**config.mk**
```make
export PLATFORM = sky130hd
export DESIGN_NAME = quote_message_field_parser_core
export DESIGN_NICKNAME = d
export VERILOG_FILES = /design/src/rtl/qmfp_pkg.sv /design/src/rtl/qmfp_front.sv /design/src/rtl/qmfp_queue.sv /design/src/rtl/qmfp_back.sv /design/src/rtl/quote_message_field_parser_core.sv
export SDC_FILE = /design/constraint.sdc
export NUM_CORES = 1
export LEC_CHECK = 0
export BUFFER_PORTS_ARGS = -buffer_cell sky130_fd_sc_hd__buf_2
export CAP_MARGIN = 20
export CORE_ASPECT_RATIO = 1.75
export CORE_MARGIN = 2
export CORE_UTILIZATION = 44
export CTS_CLUSTER_DIAMETER = 120
export DETAILED_ROUTE_END_ITERATION = 10
export PLACE_DENSITY_LB_ADDON = 0.15
export SKIP_LAST_GASP = 1
export SLEW_MARGIN = 20
export SYNTH_ARGS = -nofsm -noshare
export SYNTH_HDL_FRONTEND = slang
export SYNTH_SLANG_ARGS = --single-unit
```
**constraint.sdc**
```tcl
create_clock -name clk -period 23.8 [get_ports clk]
set_input_delay 4.76 -clock clk [delete_from_list [all_inputs] [get_ports clk]]
set_output_delay 4.76 -clock clk [all_outputs]
set_load 0.005 [all_outputs]
```
**src/rtl/qmfp_pkg.sv**
```systemverilog
// ----------------------------------------------------------------------------
// Quote message field parser package
// Shared types, character codes, message layouts and helper functions.
// ----------------------------------------------------------------------------
package qmfp_pkg;

	localparam int QDEPTH = 4;
	localparam int QAW = $clog2(QDEPTH);

	localparam int POS_W = 7;
	localparam int PRICE_W = 40;
	localparam int SIZE_W = 24;
	localparam int TIME_W = 13;
	localparam int SYM_MAX = 11;
	localparam int SYM_IDX_W = 4;

	localparam logic [7:0] CHAR_B = 8'h42;
	localparam logic [7:0] CHAR_D = 8'h44;
	localparam logic [7:0] CHAR_E = 8'h45;
	localparam logic [7:0] CHAR_L = 8'h4C;
	localparam logic [7:0] CHAR_SPACE = 8'h20;
	localparam logic [7:0] CHAR_ZERO = 8'h30;
	localparam logic [7:0] CHAR_NINE = 8'h39;

	localparam logic [POS_W-1:0] POS_MAX = 7'd127;
	localparam logic [POS_W-1:0] TIME_FIRST = 7'd18;
	localparam logic [POS_W-1:0] TIME_LAST = 7'd21;
	localparam logic [POS_W-1:0] SYM_AT = 7'd24;

	localparam logic [1:0] ST_OK = 2'd0;
	localparam logic [1:0] ST_UNKNOWN = 2'd1;
	localparam logic [1:0] ST_TRUNC = 2'd2;
	localparam logic [1:0] ST_BAD_DIGIT = 2'd3;

	typedef struct packed {
		logic [POS_W-1:0] sym_len;
		logic [POS_W-1:0] bden_at;
		logic [POS_W-1:0] bpx_at;
		logic [POS_W-1:0] bpx_len;
		logic [POS_W-1:0] bsz_at;
		logic [POS_W-1:0] bsz_len;
		logic [POS_W-1:0] oden_at;
		logic [POS_W-1:0] opx_at;
		logic [POS_W-1:0] opx_len;
		logic [POS_W-1:0] osz_at;
		logic [POS_W-1:0] osz_len;
		logic [POS_W-1:0] total;
	} layout_t;

	localparam layout_t SHORT_LAYOUT = '{7'd3, 7'd30, 7'd31, 7'd8, 7'd39, 7'd3,
		7'd43, 7'd44, 7'd8, 7'd52, 7'd3, 7'd58};
	localparam layout_t LONG_LAYOUT = '{7'd11, 7'd51, 7'd52, 7'd12, 7'd64, 7'd7,
		7'd71, 7'd72, 7'd12, 7'd84, 7'd7, 7'd102};

	typedef enum logic [3:0] {
		OP_NOP,
		OP_TIME,
		OP_SYM,
		OP_BDEN,
		OP_ODEN,
		OP_BPX,
		OP_OPX,
		OP_BSZ,
		OP_OSZ
	} op_kind_t;

	typedef struct packed {
		op_kind_t kind;
		logic [7:0] data;
		logic [3:0] digit;
		logic [TIME_W-1:0] time_term;
		logic [SYM_IDX_W-1:0] sym_idx;
		logic bad;
		logic last;
		logic [1:0] status;
		logic long_form;
		logic [7:0] category;
	} op_t;

	typedef struct packed {
		logic [7:0] data_byte;
		logic last_byte;
	} in_t;

	typedef struct packed {
		logic [1:0] status;
		logic long_form;
		logic [7:0] category_code;
		logic [63:0] symbol_head;
		logic [23:0] symbol_tail;
		logic [3:0] symbol_length;
		logic [PRICE_W-1:0] bid_quote;
		logic [SIZE_W-1:0] bid_size;
		logic [PRICE_W-1:0] offer_quote;
		logic [SIZE_W-1:0] offer_size;
		logic [15:0] price_denominators;
		logic [TIME_W-1:0] minute_of_day;
	} out_t;

	function automatic logic in_field(input logic [POS_W-1:0] p, input logic [POS_W-1:0] at,
			input logic [POS_W-1:0] len);
		logic [POS_W:0] stop;
		stop = {1'b0, at} + {1'b0, len};
		return (p >= at) && ({1'b0, p} < stop);
	endfunction

	function automatic logic [TIME_W-1:0] time_weight(input logic [1:0] idx);
		logic [TIME_W-1:0] w;
		case (idx)
			2'd0: w = 13'd600;
			2'd1: w = 13'd60;
			2'd2: w = 13'd10;
			default: w = 13'd1;
		endcase
		return w;
	endfunction

endpackage

```
**src/rtl/qmfp_front.sv**
```systemverilog
// ----------------------------------------------------------------------------
// Quote message parser front end
// Accepts message bytes, tracks position and layout, and classifies each
// byte into an operation for the back end.
// ----------------------------------------------------------------------------
module qmfp_front (
	input  logic clk,
	input  logic arst_n,
	input  logic item_valid,
	output logic item_stall,
	input  qmfp_pkg::in_t item,
	input  logic q_full,
	output logic push,
	output qmfp_pkg::op_t op
);

	logic [qmfp_pkg::POS_W-1:0] pos_q;
	logic [7:0] cat_q;
	logic [7:0] typ_q;

	logic [7:0] b;
	logic [7:0] cat_n;
	logic [7:0] typ_n;
	logic short_f;
	logic long_f;
	logic known;
	logic is_digit;
	logic digit_field;
	logic [7:0] digit_full;
	logic [qmfp_pkg::POS_W-1:0] time_off;
	logic [qmfp_pkg::POS_W-1:0] sym_off;
	logic [qmfp_pkg::POS_W:0] received;
	qmfp_pkg::layout_t lay;

	assign item_stall = q_full;
	assign push = item_valid && !q_full;

	always_comb begin
		b = item.data_byte;
		cat_n = (pos_q == '0) ? b : cat_q;
		typ_n = (pos_q == qmfp_pkg::POS_W'(1)) ? b : typ_q;
		short_f = (typ_n == qmfp_pkg::CHAR_D) &&
			((cat_n == qmfp_pkg::CHAR_E) || (cat_n == qmfp_pkg::CHAR_L));
		long_f = (typ_n == qmfp_pkg::CHAR_B) && ((cat_n == qmfp_pkg::CHAR_B) ||
			(cat_n == qmfp_pkg::CHAR_E) || (cat_n == qmfp_pkg::CHAR_L));
		known = short_f || long_f;
		lay = long_f ? qmfp_pkg::LONG_LAYOUT : qmfp_pkg::SHORT_LAYOUT;
		is_digit = (b >= qmfp_pkg::CHAR_ZERO) && (b <= qmfp_pkg::CHAR_NINE);
		digit_full = b - qmfp_pkg::CHAR_ZERO;
		time_off = pos_q - qmfp_pkg::TIME_FIRST;
		sym_off = pos_q - qmfp_pkg::SYM_AT;
		received = {1'b0, pos_q} + 8'd1;

		op = '0;
		op.kind = qmfp_pkg::OP_NOP;
		if (known && (pos_q >= qmfp_pkg::POS_W'(2))) begin
			if ((pos_q >= qmfp_pkg::TIME_FIRST) && (pos_q <= qmfp_pkg::TIME_LAST)) begin
				op.kind = qmfp_pkg::OP_TIME;
			end else if (qmfp_pkg::in_field(pos_q, qmfp_pkg::SYM_AT, lay.sym_len)) begin
				op.kind = qmfp_pkg::OP_SYM;
			end else if (pos_q == lay.bden_at) begin
				op.kind = qmfp_pkg::OP_BDEN;
			end else if (pos_q == lay.oden_at) begin
				op.kind = qmfp_pkg::OP_ODEN;
			end else if (qmfp_pkg::in_field(pos_q, lay.bpx_at, lay.bpx_len)) begin
				op.kind = qmfp_pkg::OP_BPX;
			end else if (qmfp_pkg::in_field(pos_q, lay.opx_at, lay.opx_len)) begin
				op.kind = qmfp_pkg::OP_OPX;
			end else if (qmfp_pkg::in_field(pos_q, lay.bsz_at, lay.bsz_len)) begin
				op.kind = qmfp_pkg::OP_BSZ;
			end else if (qmfp_pkg::in_field(pos_q, lay.osz_at, lay.osz_len)) begin
				op.kind = qmfp_pkg::OP_OSZ;
			end
		end

		digit_field = op.kind inside {qmfp_pkg::OP_TIME, qmfp_pkg::OP_BPX, qmfp_pkg::OP_OPX,
			qmfp_pkg::OP_BSZ, qmfp_pkg::OP_OSZ};
		op.data = b;
		op.digit = is_digit ? digit_full[3:0] : 4'd0;
		op.bad = digit_field && !is_digit;
		op.time_term = {9'd0, op.digit} * qmfp_pkg::time_weight(time_off[1:0]);
		op.sym_idx = sym_off[qmfp_pkg::SYM_IDX_W-1:0];
		op.last = item.last_byte;
		op.long_form = long_f;
		op.category = cat_n;
		if (!known) begin
			op.status = qmfp_pkg::ST_UNKNOWN;
		end else if (received < {1'b0, lay.total}) begin
			op.status = qmfp_pkg::ST_TRUNC;
		end else begin
			op.status = qmfp_pkg::ST_OK;
		end
	end

	always_ff @(posedge clk or negedge arst_n) begin
		if (!arst_n) begin
			pos_q <= '0;
			cat_q <= '0;
			typ_q <= '0;
		end else if (push) begin
			if (item.last_byte) begin
				pos_q <= '0;
				cat_q <= '0;
				typ_q <= '0;
			end else begin
				if (pos_q != qmfp_pkg::POS_MAX) begin
					pos_q <= pos_q + qmfp_pkg::POS_W'(1);
				end
				cat_q <= cat_n;
				typ_q <= typ_n;
			end
		end
	end

	a_pos_clear: assert property (@(posedge clk) disable iff (!arst_n)
		push && item.last_byte |=> pos_q == '0 && cat_q == '0 && typ_q == '0)
		else $error("position not cleared after final byte");

	a_unknown_nop: assert property (@(posedge clk) disable iff (!arst_n)
		op.status == qmfp_pkg::ST_UNKNOWN |-> op.kind == qmfp_pkg::OP_NOP && !op.bad)
		else $error("operation issued for unknown message type");

	a_sym_range: assert property (@(posedge clk) disable iff (!arst_n)
		op.kind == qmfp_pkg::OP_SYM |-> op.sym_idx < qmfp_pkg::SYM_IDX_W'(qmfp_pkg::SYM_MAX))
		else $error("symbol index out of range");

endmodule

```
**src/rtl/qmfp_queue.sv**
```systemverilog
// ----------------------------------------------------------------------------
// Quote message parser operation queue
// Short first-in first-out queue that decouples the front and back ends.
// ----------------------------------------------------------------------------
module qmfp_queue (
	input  logic clk,
	input  logic arst_n,
	input  logic push,
	input  qmfp_pkg::op_t push_op,
	output logic full,
	input  logic pop,
	output logic head_valid,
	output qmfp_pkg::op_t head_op
);

	qmfp_pkg::op_t entry_q [qmfp_pkg::QDEPTH];
	logic [qmfp_pkg::QAW-1:0] wr_ptr_q;
	logic [qmfp_pkg::QAW-1:0] rd_ptr_q;
	logic [qmfp_pkg::QAW:0] count_q;

	assign full = (count_q == (qmfp_pkg::QAW+1)'(qmfp_pkg::QDEPTH));
	assign head_valid = (count_q != '0);
	assign head_op = entry_q[rd_ptr_q];

	always_ff @(posedge clk) begin
		if (push) begin
			entry_q[wr_ptr_q] <= push_op;
		end
	end

	always_ff @(posedge clk or negedge arst_n) begin
		if (!arst_n) begin
			wr_ptr_q <= '0;
			rd_ptr_q <= '0;
			count_q <= '0;
		end else begin
			if (push) begin
				wr_ptr_q <= wr_ptr_q + qmfp_pkg::QAW'(1);
			end
			if (pop) begin
				rd_ptr_q <= rd_ptr_q + qmfp_pkg::QAW'(1);
			end
			if (push && !pop) begin
				count_q <= count_q + (qmfp_pkg::QAW+1)'(1);
			end else if (pop && !push) begin
				count_q <= count_q - (qmfp_pkg::QAW+1)'(1);
			end
		end
	end

	a_count_bound: assert property (@(posedge clk) disable iff (!arst_n)
		1'b1 |-> count_q <= (qmfp_pkg::QAW+1)'(qmfp_pkg::QDEPTH))
		else $error("queue count above depth");

	a_no_underflow: assert property (@(posedge clk) disable iff (!arst_n)
		pop |-> count_q != '0)
		else $error("pop from empty queue");

	a_no_overflow: assert property (@(posedge clk) disable iff (!arst_n)
		push && !pop |-> !full)
		else $error("push into full queue");

endmodule

```
**src/rtl/qmfp_back.sv**
```systemverilog
// ----------------------------------------------------------------------------
// Quote message parser back end
// Executes classified operations on the field accumulators and builds the
// record in an output register on the final byte of each message.
// ----------------------------------------------------------------------------
module qmfp_back (
	input  logic clk,
	input  logic arst_n,
	input  logic op_valid,
	input  qmfp_pkg::op_t op,
	output logic pop,
	output logic rec_valid,
	input  logic rec_stall,
	output qmfp_pkg::out_t rec
);

	logic [7:0] sym_q [qmfp_pkg::SYM_MAX];
	logic [qmfp_pkg::SYM_IDX_W-1:0] count_q;
	logic space_q;
	logic [qmfp_pkg::PRICE_W-1:0] bpx_q;
	logic [qmfp_pkg::PRICE_W-1:0] opx_q;
	logic [qmfp_pkg::SIZE_W-1:0] bsz_q;
	logic [qmfp_pkg::SIZE_W-1:0] osz_q;
	logic [15:0] den_q;
	logic [qmfp_pkg::TIME_W-1:0] time_q;
	logic bad_q;
	logic rec_valid_q;
	qmfp_pkg::out_t rec_q;

	logic [7:0] sym_n [qmfp_pkg::SYM_MAX];
	logic [qmfp_pkg::SYM_IDX_W-1:0] count_n;
	logic space_n;
	logic [qmfp_pkg::PRICE_W-1:0] bpx_n;
	logic [qmfp_pkg::PRICE_W-1:0] opx_n;
	logic [qmfp_pkg::SIZE_W-1:0] bsz_n;
	logic [qmfp_pkg::SIZE_W-1:0] osz_n;
	logic [15:0] den_n;
	logic [qmfp_pkg::TIME_W-1:0] time_n;
	logic bad_n;
	qmfp_pkg::out_t rec_n;

	assign pop = op_valid && (!op.last || !rec_valid_q || !rec_stall);
	assign rec_valid = rec_valid_q;
	assign rec = rec_q;

	always_comb begin
		sym_n = sym_q;
		count_n = count_q;
		space_n = space_q;
		bpx_n = bpx_q;
		opx_n = opx_q;
		bsz_n = bsz_q;
		osz_n = osz_q;
		den_n = den_q;
		time_n = time_q + op.time_term;
		bad_n = bad_q | op.bad;
		if (op.kind != qmfp_pkg::OP_TIME) begin
			time_n = time_q;
		end
		case (op.kind)
			qmfp_pkg::OP_SYM: begin
				if (!space_q) begin
					if (op.data == qmfp_pkg::CHAR_SPACE) begin
						space_n = 1'b1;
					end else begin
						sym_n[op.sym_idx] = op.data;
						count_n = op.sym_idx + qmfp_pkg::SYM_IDX_W'(1);
					end
				end
			end
			qmfp_pkg::OP_BDEN: den_n = {op.data, den_q[7:0]};
			qmfp_pkg::OP_ODEN: den_n = {den_q[15:8], op.data};
			qmfp_pkg::OP_BPX: bpx_n = (bpx_q << 3) + (bpx_q << 1) +
				{{(qmfp_pkg::PRICE_W-4){1'b0}}, op.digit};
			qmfp_pkg::OP_OPX: opx_n = (opx_q << 3) + (opx_q << 1) +
				{{(qmfp_pkg::PRICE_W-4){1'b0}}, op.digit};
			qmfp_pkg::OP_BSZ: bsz_n = (bsz_q << 3) + (bsz_q << 1) +
				{{(qmfp_pkg::SIZE_W-4){1'b0}}, op.digit};
			qmfp_pkg::OP_OSZ: osz_n = (osz_q << 3) + (osz_q << 1) +
				{{(qmfp_pkg::SIZE_W-4){1'b0}}, op.digit};
			default: ;
		endcase

		rec_n = '0;
		for (int i = 0; i < 8; i++) begin
			rec_n.symbol_head[63-8*i -: 8] =
				(qmfp_pkg::SYM_IDX_W'(i) < count_n) ? sym_n[i] : 8'd0;
		end
		for (int i = 8; i < qmfp_pkg::SYM_MAX; i++) begin
			rec_n.symbol_tail[23-8*(i-8) -: 8] =
				(qmfp_pkg::SYM_IDX_W'(i) < count_n) ? sym_n[i] : 8'd0;
		end
		rec_n.status = (op.status != qmfp_pkg::ST_OK) ? op.status :
			(bad_n ? qmfp_pkg::ST_BAD_DIGIT : qmfp_pkg::ST_OK);
		rec_n.long_form = op.long_form;
		rec_n.category_code = op.category;
		rec_n.symbol_length = count_n;
		rec_n.bid_quote = bpx_n;
		rec_n.bid_size = bsz_n;
		rec_n.offer_quote = opx_n;
		rec_n.offer_size = osz_n;
		rec_n.price_denominators = den_n;
		rec_n.minute_of_day = time_n;
	end

	always_ff @(posedge clk) begin
		if (pop) begin
			sym_q <= sym_n;
		end
		if (pop && op.last) begin
			rec_q <= rec_n;
		end
	end

	always_ff @(posedge clk or negedge arst_n) begin
		if (!arst_n) begin
			count_q <= '0;
			space_q <= 1'b0;
			bpx_q <= '0;
			opx_q <= '0;
			bsz_q <= '0;
			osz_q <= '0;
			den_q <= '0;
			time_q <= '0;
			bad_q <= 1'b0;
			rec_valid_q <= 1'b0;
		end else begin
			if (pop) begin
				if (op.last) begin
					count_q <= '0;
					space_q <= 1'b0;
					bpx_q <= '0;
					opx_q <= '0;
					bsz_q <= '0;
					osz_q <= '0;
					den_q <= '0;
					time_q <= '0;
					bad_q <= 1'b0;
				end else begin
					count_q <= count_n;
					space_q <= space_n;
					bpx_q <= bpx_n;
					opx_q <= opx_n;
					bsz_q <= bsz_n;
					osz_q <= osz_n;
					den_q <= den_n;
					time_q <= time_n;
					bad_q <= bad_n;
				end
			end
			if (pop && op.last) begin
				rec_valid_q <= 1'b1;
			end else if (!rec_stall) begin
				rec_valid_q <= 1'b0;
			end
		end
	end

	a_record_out: assert property (@(posedge clk) disable iff (!arst_n)
		pop && op.last |=> rec_valid_q)
		else $error("record not presented after final byte");

	a_state_cleared: assert property (@(posedge clk) disable iff (!arst_n)
		pop && op.last |=> count_q == '0 && !bad_q && !space_q && time_q == '0)
		else $error("message state not cleared after record");

	a_unknown_empty: assert property (@(posedge clk) disable iff (!arst_n)
		rec_valid_q && rec_q.status == qmfp_pkg::ST_UNKNOWN |->
		rec_q.symbol_length == '0 && rec_q.bid_quote == '0 && rec_q.minute_of_day == '0)
		else $error("unknown message carries captured fields");

endmodule

```
**src/rtl/quote_message_field_parser_core.sv**
```systemverilog
// ----------------------------------------------------------------------------
// Quote message field parser
// Parses fixed-layout ASCII quote messages, one byte per request, into one
// record per message.
// ----------------------------------------------------------------------------
// The item channel carries one message byte and a final-byte mark per
// request; a request is taken when item_valid is high and item_stall low.
// The rec channel carries one parsed record per message, presented once the
// back end has applied the final byte, and held while rec_stall is high.
// The block takes one byte every cycle while item_stall is low. A byte is
// classified in the cycle it is taken, waits in a four-entry queue, and is
// applied by the back end to the field accumulators. The final byte passes
// through the queue to the back end, which registers the record.
// While rec_stall holds a finished record, bytes of the next message keep
// flowing through the back end; only a second final byte waits, and the
// queue then fills, after which item_stall rises.
// Reset clears the byte position, the queue, the back-end accumulators and
// the record valid flag; the block is ready for the first byte of a message
// as soon as reset is released.
// ----------------------------------------------------------------------------
module quote_message_field_parser_core (
	input  logic clk,
	input  logic arst_n,
	input  logic item_valid,
	output logic item_stall,
	input  qmfp_pkg::in_t item,
	output logic rec_valid,
	input  logic rec_stall,
	output qmfp_pkg::out_t rec
);

	logic push;
	logic q_full;
	logic pop;
	logic head_valid;
	qmfp_pkg::op_t push_op;
	qmfp_pkg::op_t head_op;

	qmfp_front u_front (
		.clk(clk),
		.arst_n(arst_n),
		.item_valid(item_valid),
		.item_stall(item_stall),
		.item(item),
		.q_full(q_full),
		.push(push),
		.op(push_op)
	);

	qmfp_queue u_queue (
		.clk(clk),
		.arst_n(arst_n),
		.push(push),
		.push_op(push_op),
		.full(q_full),
		.pop(pop),
		.head_valid(head_valid),
		.head_op(head_op)
	);

	qmfp_back u_back (
		.clk(clk),
		.arst_n(arst_n),
		.op_valid(head_valid),
		.op(head_op),
		.pop(pop),
		.rec_valid(rec_valid),
		.rec_stall(rec_stall),
		.rec(rec)
	);

endmodule
```
==> impl_metrics.ini, run 1 <==
[timing]
clock_skew_ns = 0.0214
fin_tns_setup_ns = 0
finalHoldViolations = 0
drv_slew = 0
whs_ns = 0.459
setup_viol = 0
post-route-min-period_ns = 8.62
setup_slack_ns = 15.18
min_period_over_period_pct = 36.2
fmax_mhz = 116
slew_headroom_pct = 26.8
worst_slew_pin_slew_ns = 1.09
grt_setup_unrepaired = no

[place]
gp_congestion = 0.914
hpwl_um = 66800
place_inst = 4239
dp_slack_ns = 14.52
io_buffer_count = 274

[clocking]
clock_sinks = 726
cts_resized = 0
postCtsHoldBufs = 0
cts_made_buffers = 71
clockRootBuffer = clkbuf_16
post-cts-setup-buffers = 0
cts.clk_slew.worst_paths_ns = 0.06
clk_latency_ns = 0.65
clk_path_buf_depth = 3
cts_tree = done
htree_num_levels = 3

[synth]
yosysTopAreaCell = edfxtp_1
syn-num-nets = 3301
ys_ff_latch = 726
netlist_instances = 2976
synth-seq-area-share_pct = 55.2
yosysWarnings = 0
syn_avg_cell_area_um2 = 12.7
synth_ff_type = edfxtp_1
netlist_area_um2 = 37800
async_flop_share_pct = 26.7
synth_cell_types = 81
synth_edf_count = 532
synth_top_area_share_pct = 42.3
synthTopCellsByArea = edfxtp_1 42%, dfrtp_1 13%, ha_1 9.6%, mux2_2 4.1%, o21ai_0 3.0%

[global_route]
grt_max_degree = 86
grt_pass1_wl_um = 148000
grt_pass1_vias = 25700
groute.usage.overall_pct = 21.8
antenna_found_initial = 0
grt.overflow.total = 0

[die]
dieArea_um2 = 88300
die_x_um = 225
core_um2 = 85300
ios = 275
start_util_pct = 44.3
die_h_um = 392
rows = 142

[pwr]
pwr-share-comb_pct = 32.5
pwr-share-seq_pct = 43.5
swShare_pct = 35.2
p_sw_mw = 1.77
clkPwrFrac_pct = 24.0
p_leak_nw = 18.7
ir_drop_uv = 94.9
powerDensity_nw_per_um2 = 118
p_int_mw = 3.26

[outcome]
status = complete, no violations

[drt]
viasPerCell = 5.70
dr_total_vias = 24900
drt_iter0_drc = 1453
finalWirelength_um = 96000
detail_route.first_pass.iterations = 5
ant_nets = 0
drc_errors = 0
routedWlPerCell_um = 22.0

[cells_and_area]
syn_to_final_growth_pct = 13.2
mostFrequentLayoutCell = edfxtp_1
multi_input_area_um2 = 16200
num_antenna_cells = 0
postLayoutCoreUtil_pct = 50.1
regArea_um2 = 20800
nets = 3557
final_cell_mix = 532 x edfxtp_1, 291 x nand2_1, 291 x ha_1
nFillCells = 7454
layout-drive-gt1-share_pct = 19.3
stdcell_count = 4366

[worst_setup_path]
r2r_start = u_queue.rd_ptr_q[0]
end_kind = flip-flop
worstSetupStartpointType = input pin
arrival_ns = 8.98
crit_type = in2reg
path_max_fanout = 18
worst_ep_required_time_ns = 24.16
startpoint = item[2]

[worst_hold_path]
hp-class = reg2reg
min_from = u_back.time_q[12]

[job]
max-cap-violations = 0
stage by stage:
| stage | cell area [µm²] | power [mW] |
|---|---|---|
| after floorplan | 37800 | 3.17 |
| after global placement | 40300 | 3.82 |
| after detailed placement | 40300 | 3.87 |
| after CTS | 42700 | 5.10 |
| after global routing | 42700 | 5.30 |
| final | 42700 | 5.02 |
power groups by stage:
stage	sequential [mW]	combinational (mW)	clock (mW)
after floorplan	2.23	0.946	0
after global placement	2.20	1.62	0
after detailed placement	2.21	1.66	0
after CTS	2.19	1.67	1.24
after global routing	2.22	1.80	1.28
final	2.18	1.63	1.21
kinds of logic after synthesis:
group / count (synthesis) / synth area share [%]
simple gates: 665 / 8.47
compound gates: 746 / 13.0
xor+xnor: 143 / 3.32
buf+inv: 188 / 1.95
flops: 726 / 55.2
mux: 196 / 7.30
fa+ha+maj: 312 / 10.8
cell usage after synthesis, types with 17 or more instances:
cell and instances:
edfxtp_1 532, ha_1 291, nand2_1 291, o21ai_0 225, dfrtp_1 194, mux2_2 138, a21oi_1 122, a22o_1 114
nor2_1 104, clkbuf_1 100, a21o_1 73, xnor2_1 73, inv_1 70, xor2_1 70, nor2b_1 53, and3_1 34
mux4_2 34, o21a_1 34, nand3_1 32, and2_1 29, o21bai_1 25, nand2b_1 24, a31oi_1 22, fa_1 21
nor3_1 20, a21boi_0 17
layout make-up:
cell class / count / area share [%]
Timing Repair Buffer: 301 / 3.71
Inverter: 70 / 0.620
Multi-Input combinational cell: 2062 / 38.0
Clock inverter: 33 / 1.14
Tap cell: 1080 / 3.16
Clock buffer: 94 / 4.65
Sequential cell: 726 / 48.7
flip-flops by register name (all words and copies together), names as in the netlist, 13 cells and up:
register / count
u_back.sym_q: 88
u_back.rec: 260
u_back.time_q: 13
u_back.den_q: 16
u_back.bsz_q: 24
u_back.opx_q: 40
u_back.osz_q: 24
u_back.bpx_q: 40
u_queue.entry_q: 184
worst paths after layout:
kind                       cells past startpoint  slack, ns                endpoint
max reg2reg                                   12      17.69          u_back.rec[50]
max in group asynchronous                      3      17.50        u_back.opx_q[18]
min                                            1       0.46       u_back.time_q[12]
min reg2reg                                    1       0.46       u_back.time_q[12]
max                                           19      15.18  u_queue.entry_q[3][29]
min in group asynchronous                      1       4.13       u_back.time_q[11]
routing by layer:
metal,up-vias,global-route usage [%],share of wire (%)
li1,11700,-,-
met1,12400,26.7,41
met2,603,38.1,50
met3,157,3.00,4.3
met4,0,10.2,4.3
met5,-,0,0
critical path, cell delays in order:
cell	delay, ns
buf_2	0.19
o21ai_0	0.20
nor4b_2	0.22
buf_4	0.25
and2_1	0.28
nand2_1	0.16
fa_1	0.53
fa_1	0.55
inv_1	0.07
fa_1	0.45
a21o_1	0.17
a21oi_1	0.22
o21bai_1	0.09
a21oi_1	0.22
o21bai_1	0.09
a21oi_1	0.22
nor2b_1	0.08
nor2_1	0.09
o21bai_1	0.13
(Power assumes the default switching activity.)
==> run 2: changes to the inputs <==
--- a/config.mk
+++ b/config.mk
@@ -5,6 +5,7 @@
 export SDC_FILE = /design/constraint.sdc
 export NUM_CORES = 1
 export LEC_CHECK = 0
+export ABC_AREA = 1
 export BUFFER_PORTS_ARGS = -buffer_cell sky130_fd_sc_hd__buf_2
 export CAP_MARGIN = 20
 export CORE_ASPECT_RATIO = 1.75
==> constraint.sdc (replaced) <==
create_clock -name clk -period 7.05 [get_ports clk]
set_input_delay 1.41 -clock clk [delete_from_list [all_inputs] [get_ports clk]]
set_output_delay 1.41 -clock clk [all_outputs]
set_load 0.005 [all_outputs]
==> run 2 against run 1 <==
  * Hold slack gained 0.014 ns
  * Largest cell class unchanged
  * Register-to-register slack got worse by 16 ns
  * Highest routed layer unchanged
  * Flip-flop and latch count unchanged
==> impl_metrics.ini, run 2 <==
[outcome]
status = complete, no violations

[cells_and_area]
layout-drive-gt1-share_pct = 11.0
num_antenna_cells = 0
final_cell_mix = 1025 x nand2_1, 559 x inv_1, 532 x edfxtp_1
largest_reg_flops = 260
postLayoutCoreUtil_pct = 49.7
nets = 5002
syn_to_final_growth_pct = 12.5
mostFrequentLayoutCell = nand2_1
stdcell_count = 5930

[synth]
async_flop_share_pct = 26.7
yosysWarnings = 0
netlist_area_um2 = 40400
post-synth-top-count-cell = nand2_1
synth_top_area_share_pct = 39.5
synthTopCellsByCount = 1025 x nand2_1, 560 x inv_1, 532 x edfxtp_1
yosysTopAreaCell = edfxtp_1
synth_ff_type = edfxtp_1
netlist_instances = 4415
syn_avg_cell_area_um2 = 9.15
ys_ff_latch = 726
synth_edf_count = 532
synth-seq-area-share_pct = 51.6
synthTopCellsByArea = edfxtp_1 40%, dfrtp_1 12%, nand2_1 9.5%, ha_1 9.0%, inv_1 5.2%
synth_cell_types = 60
syn-num-nets = 4740

[global_route]
grt_pass1_wl_um = 171000
grt_max_degree = 145
grt_pass1_vias = 30700
groute.usage.overall_pct = 23.5
grt.overflow.total = 0
antenna_found_initial = 2

[worst_setup_path]
worst_ep_required_time_ns = 7.49
r2r_cells = 26
critPathTopFamily = simple AND/OR/NAND/NOR gates
crit_type = reg2reg
cp_common_cell = nand2_1
arrival_ns = 5.87
slowest_stage = dfrtp_1
crit_buf_inv = 4
max_stage_delay_ns = 0.57
reg2reg_to = u_queue.entry_q[3][12]
end_kind = flip-flop
worstSetupStartpointType = flip-flop
r2r_start = u_front.pos_q[1]
rrSetupSlack_ns = 1.62
path_max_fanout = 17

[timing]
worst_slew_pin_slew_ns = 1.05
fmax_mhz = 184
drv_slew = 0
clock_skew_ns = 0.0506
grt_setup_unrepaired = no
min_period_over_period_pct = 77.0
slew_headroom_pct = 29.6
post-route-min-period_ns = 5.43
fin_tns_setup_ns = 0
finalHoldViolations = 0
setup_viol = 0

[worst_hold_path]
hp-class = reg2reg
min_from = u_back.bpx_q[39]
holdPathEnd = u_back.bpx_q[39]
hold_depth = 2

[die]
core_um2 = 91400
start_util_pct = 44.2
ios = 275
dieArea_um2 = 94400
rows = 147
die_h_um = 405
die_x_um = 233

[clocking]
clock_sinks = 726
post-cts-setup-buffers = 0
clockRootBuffer = clkbuf_16
postCtsHoldBufs = 0
clk_latency_ns = 0.70
cts_resized = 0
clk_path_buf_depth = 3
cts.clk_slew.worst_paths_ns = 0.07
htree_num_levels = 3
cts_made_buffers = 73
cts_tree = done

[place]
gp_congestion = 0.942
io_buffer_count = 274
hpwl_um = 80500
place_inst = 5794

[drt]
drc_errors = 0
routedWlPerCell_um = 18.7
detail_route.first_pass.iterations = 6
finalWirelength_um = 111000
viasPerCell = 5.25
dr_total_vias = 31100
ant_nets = 0
drt_iter0_drc = 1929

[pwr]
finalPower_mw = 18.6
p_leak_nw = 21.4
ir_drop_uv = 568
powerDensity_nw_per_um2 = 409

[job]
max-cap-violations = 0
run 2: cell types whose count changed after synthesis, moves of 110 or more:
cell	previous run	this run
inv_1	70	560
nand3_1	32	196
nor2_1	104	371
nand2_1	291	1025
a21oi_1	122	232
mux2_2	138	1
o21ai_0	225	363
run 2: kinds of logic (layout without fill, tap and decap cells):
family	after synthesis	count (layout)	share of synthesized area, %
AND/OR/NAND/NOR	1775	1775	18.6
XOR/XNOR	65	65	1.41
flip-flops	726	726	51.6
adder cells (fa/ha/maj)	312	312	10.1
AO/OA/AOI/OAI	842	842	11.6
multiplexers	1	1	0.0279
buffers and inverters	694	1017	6.78
run 2: cell type report:
cell class,count,area [µm²]
clock buffers,93,1960
clock inverters,43,484
fillers,8645,45900
inverters,577,2180
multi-input cells,2995,16900
flip-flops and latches,726,20800
well taps,1192,1490
repair buffers,304,1630
run 2: layer usage:
layer,share of wire (%),vias to the layer above,track usage [%]
met1,41,14800,28.0
met2,51,708,42.5
met3,3.9,188,2.71
met4,3.9,0,9.95
li1,-,15400,-
met5,0,-,0
run 2: worst register-to-register path, delay by kind of cell (launching register included):
family                     cells  cell delay, ns
and+or+nand+nor               18            2.64
buffers and inverters          4            0.87
adders and majority gates      2            0.58
DFF                            1            0.57
AOI/OAI and AO/OA              2            0.50
run 2: power breakdown:
| part | total [mW] | switching (mW) | internal (mW) |
|---|---|---|---|
| sequential | 7.46 | 0.626 | 6.83 |
| clock | 3.99 | 1.79 | 2.20 |
| combinational | 7.15 | 5.12 | 2.02 |
run 2: how the worst max path moves through the flow:
| stage | start | depth (start not counted) | endpoint | slack (ns) |
|---|---|---|---|---|
| 2_1_floorplan | rec_stall | 5 | u_back.rec[0] | 0.69 |
| 3_3_place_gp | item[3] | 22 | u_queue.entry_q[1][29] | 1.21 |
| 3_5_place_dp | item[3] | 22 | u_queue.entry_q[3][29] | 1.14 |
| 4_1_cts | u_front.pos_q[0] | 26 | u_queue.entry_q[3][12] | 1.65 |
| 5_1_grt | u_front.pos_q[0] | 26 | u_queue.entry_q[1][12] | 1.24 |
| 6_report | u_front.pos_q[1] | 26 | u_queue.entry_q[3][12] | 1.62 |
run 2: metrics by stage:
stage,instance area [µm²],hold slack (ns),setup WS (ns)
floorplan,40400,0.442,0.689
global placement,43000,0.454,1.21
detailed placement,43000,0.462,1.14
CTS,45500,0.475,1.65
global route,45500,0.510,1.24
finish,45500,0.473,1.62
==> run 3: changes to the inputs <==
==> constraint.sdc (replaced) <==
create_clock -name clk -period 4.6 [get_ports clk]
set_input_delay 0.92 -clock clk [delete_from_list [all_inputs] [get_ports clk]]
set_output_delay 0.92 -clock clk [all_outputs]
set_load 0.005 [all_outputs]
==> run 3 against run 2 <==
  * Combinational power grew 58%
  * Die area is the same
  * Final area grew 2.1%
  * Largest cell class unchanged
  * Highest routed layer unchanged
==> impl_metrics.ini, run 3 (synthesis results as in run 2) <==
[drt]
routedWlPerCell_um = 18.9
finalWirelength_um = 114000
viasPerCell = 5.23
dr_total_vias = 31500
detail_route.first_pass.iterations = 5
drc_errors = 0
drt_iter0_drc = 1811
ant_nets = 0

[worst_setup_path]
worst_ep_required_time_ns = 5.06
cp_common_cell = nand2_1
arrival_ns = 4.76
critPathTopFamily = simple AND/OR/NAND/NOR gates
crit_buf_inv = 4
end_kind = flip-flop
slowest_stage = ha_1
worstSetupStartpointType = flip-flop
path_max_fanout = 11
crit_type = reg2reg
path_cells = inv_1 > ha_1 > inv_1 > nor2_1 > nand2_1 > buf_4 > nand2_1 > o21ai_0 > nor2_1 > nand3_1 > nor2_1 > nand2_1 > buf_4 > ha_1 > nor2_1 > nand2_1 > nand2_1 > nand3b_1 > nand2_1 > nand3_1 > a21oi_1 > o31ai_1 > nor2_1
max_stage_delay_ns = 0.43

[cells_and_area]
nFillCells = 8605
fin_area_um2 = 46400
mostFrequentLayoutCell = nand2_1
num_antenna_cells = 0
final_cell_mix = 1022 x nand2_1, 559 x inv_1, 532 x edfxtp_1
multi_input_area_um2 = 16900
largest_reg_flops = 260
regArea_um2 = 20800
syn_to_final_growth_pct = 14.9
nets = 5091
layout-drive-gt1-share_pct = 12.8

[global_route]
grt.overflow.total = 0
busiest_layer = met2
antenna_found_initial = 0
grt_util_met3_pct = 3.01
grt_pass1_wl_um = 175000
grt_pass1_vias = 31500
use_met2_pct = 43.2
groute.usage.overall_pct = 24.1
grt_use_met1_pct = 28.6
grt_max_degree = 113

[pwr]
p_leak_nw = 22.0
finalPower_mw = 29.3
ir_drop_uv = 1210
powerDensity_nw_per_um2 = 631

[timing]
setup_viol = 0
post-route-min-period_ns = 4.30
fmax_mhz = 233
finalHoldViolations = 0
min_period_over_period_pct = 93.5
drv_slew = 0
slew_headroom_pct = 22.2
grt_setup_unrepaired = no
clock_skew_ns = 0.0301
whs_ns = 0.191
worst_slew_pin_slew_ns = 1.17
setup_slack_ns = 0.299

[place]
hpwl_um = 83100
dp_slack_ns = -0.386
gp_congestion = 0.929
dpl_cell_area_um2 = 43800
io_buffer_count = 274

[clocking]
clk_latency_ns = 0.68
cts.clk_slew.worst_paths_ns = 0.07
clockRootBuffer = clkbuf_16
htree_num_levels = 3
postCtsHoldBufs = 0
clock_sinks = 726
cts_tree = done
cts_made_buffers = 72
clk_path_buf_depth = 3

[die]
start_util_pct = 44.2
ios = 275
core_um2 = 91400
die_x_um = 233
die_h_um = 405
dieArea_um2 = 94400
rows = 147

[job]
max-cap-violations = 0

[worst_hold_path]
hp-class = in2async

[outcome]
status = complete, no violations
## run 3: cell types whose count changed in the layout (fill, tap and decap cells not counted), sizes merged
cell and delta:
buf +90, clkinvlp +2, bufinv +9, clkinv -1, clkbuf -8, inv -4
## run 3: worst register-to-register path, stage by stage, from the launching register on
cell	delay [ns]
dfrtp_1	0.38
inv_1	0.14
ha_1	0.22
inv_1	0.07
nor2_1	0.24
nand2_1	0.17
buf_4	0.20
nand2_1	0.06
o21ai_0	0.13
nor2_1	0.12
nand3_1	0.11
nor2_1	0.11
nand2_1	0.21
buf_4	0.24
ha_1	0.43
nor2_1	0.11
nand2_1	0.09
nand2_1	0.05
nand3b_1	0.18
nand2_1	0.08
nand3_1	0.10
a21oi_1	0.28
o31ai_1	0.12
nor2_1	0.26
## run 3: path summary, 6_finish.rpt
kind	slack, ns	start	depth (start not counted)	to
hold reg to reg	0.48	u_back.bpx_q[39]	2	u_back.bpx_q[39]
hold / removal	0.19	arst_n	1	u_back.den_q[4]
setup / recovery	0.30	u_front.pos_q[1]	23	u_queue.entry_q[1][12]
setup reg to reg	0.30	u_front.pos_q[1]	23	u_queue.entry_q[1][12]
min in group clk	0.48	u_back.bpx_q[39]	2	u_back.bpx_q[39]
max in group asynchronous	3.25	arst_n	2	u_back.opx_q[38]
## run 3: routing by layer
metal  vias up  share of wire [%]
met2       728                 51
met3       221                3.8
met1     14900                 41
met5         -                  0
met4         0                4.5
li1      15600                  -
## run 3: through the flow
step                      utilization [%]  setup TNS [ns]  std cells
after floorplan                         -         -268.14       4415
after CTS                            50.8               0       6018
after global routing                 50.8               0       6018
after detailed placement             47.9           -5.70       5884
final                                50.8               0       6018
after global placement               47.9           -5.51       5884
## run 3: final cells by class
cell class	instances	share of cell area (%)
multi-input cells	2995	36.5
well taps	1192	3.21
repair buffers	394	5.11
inverters	577	4.70
clock inverters	49	1.56
clock buffers	85	4.08
flip-flops and latches	726	44.9
## run 3: repair_timing
item | in CTS | in global routing
endpoints found under the setup margin | 0 | 23
gates resized for setup | 0 | 6
setup buffers | 0 | 0
endpoints found under the hold margin | 0 | 0
## run 3: where the power goes
part | internal, mW | leakage, nW | total, mW | switching, mW
combinational | 3.34 | 12.9 | 11.3 | 8.00
sequential | 10.5 | 7.84 | 11.4 | 0.919
clock | 3.80 | 1.25 | 6.55 | 2.75
total | 17.6 | 22.0 | 29.3 | 11.7
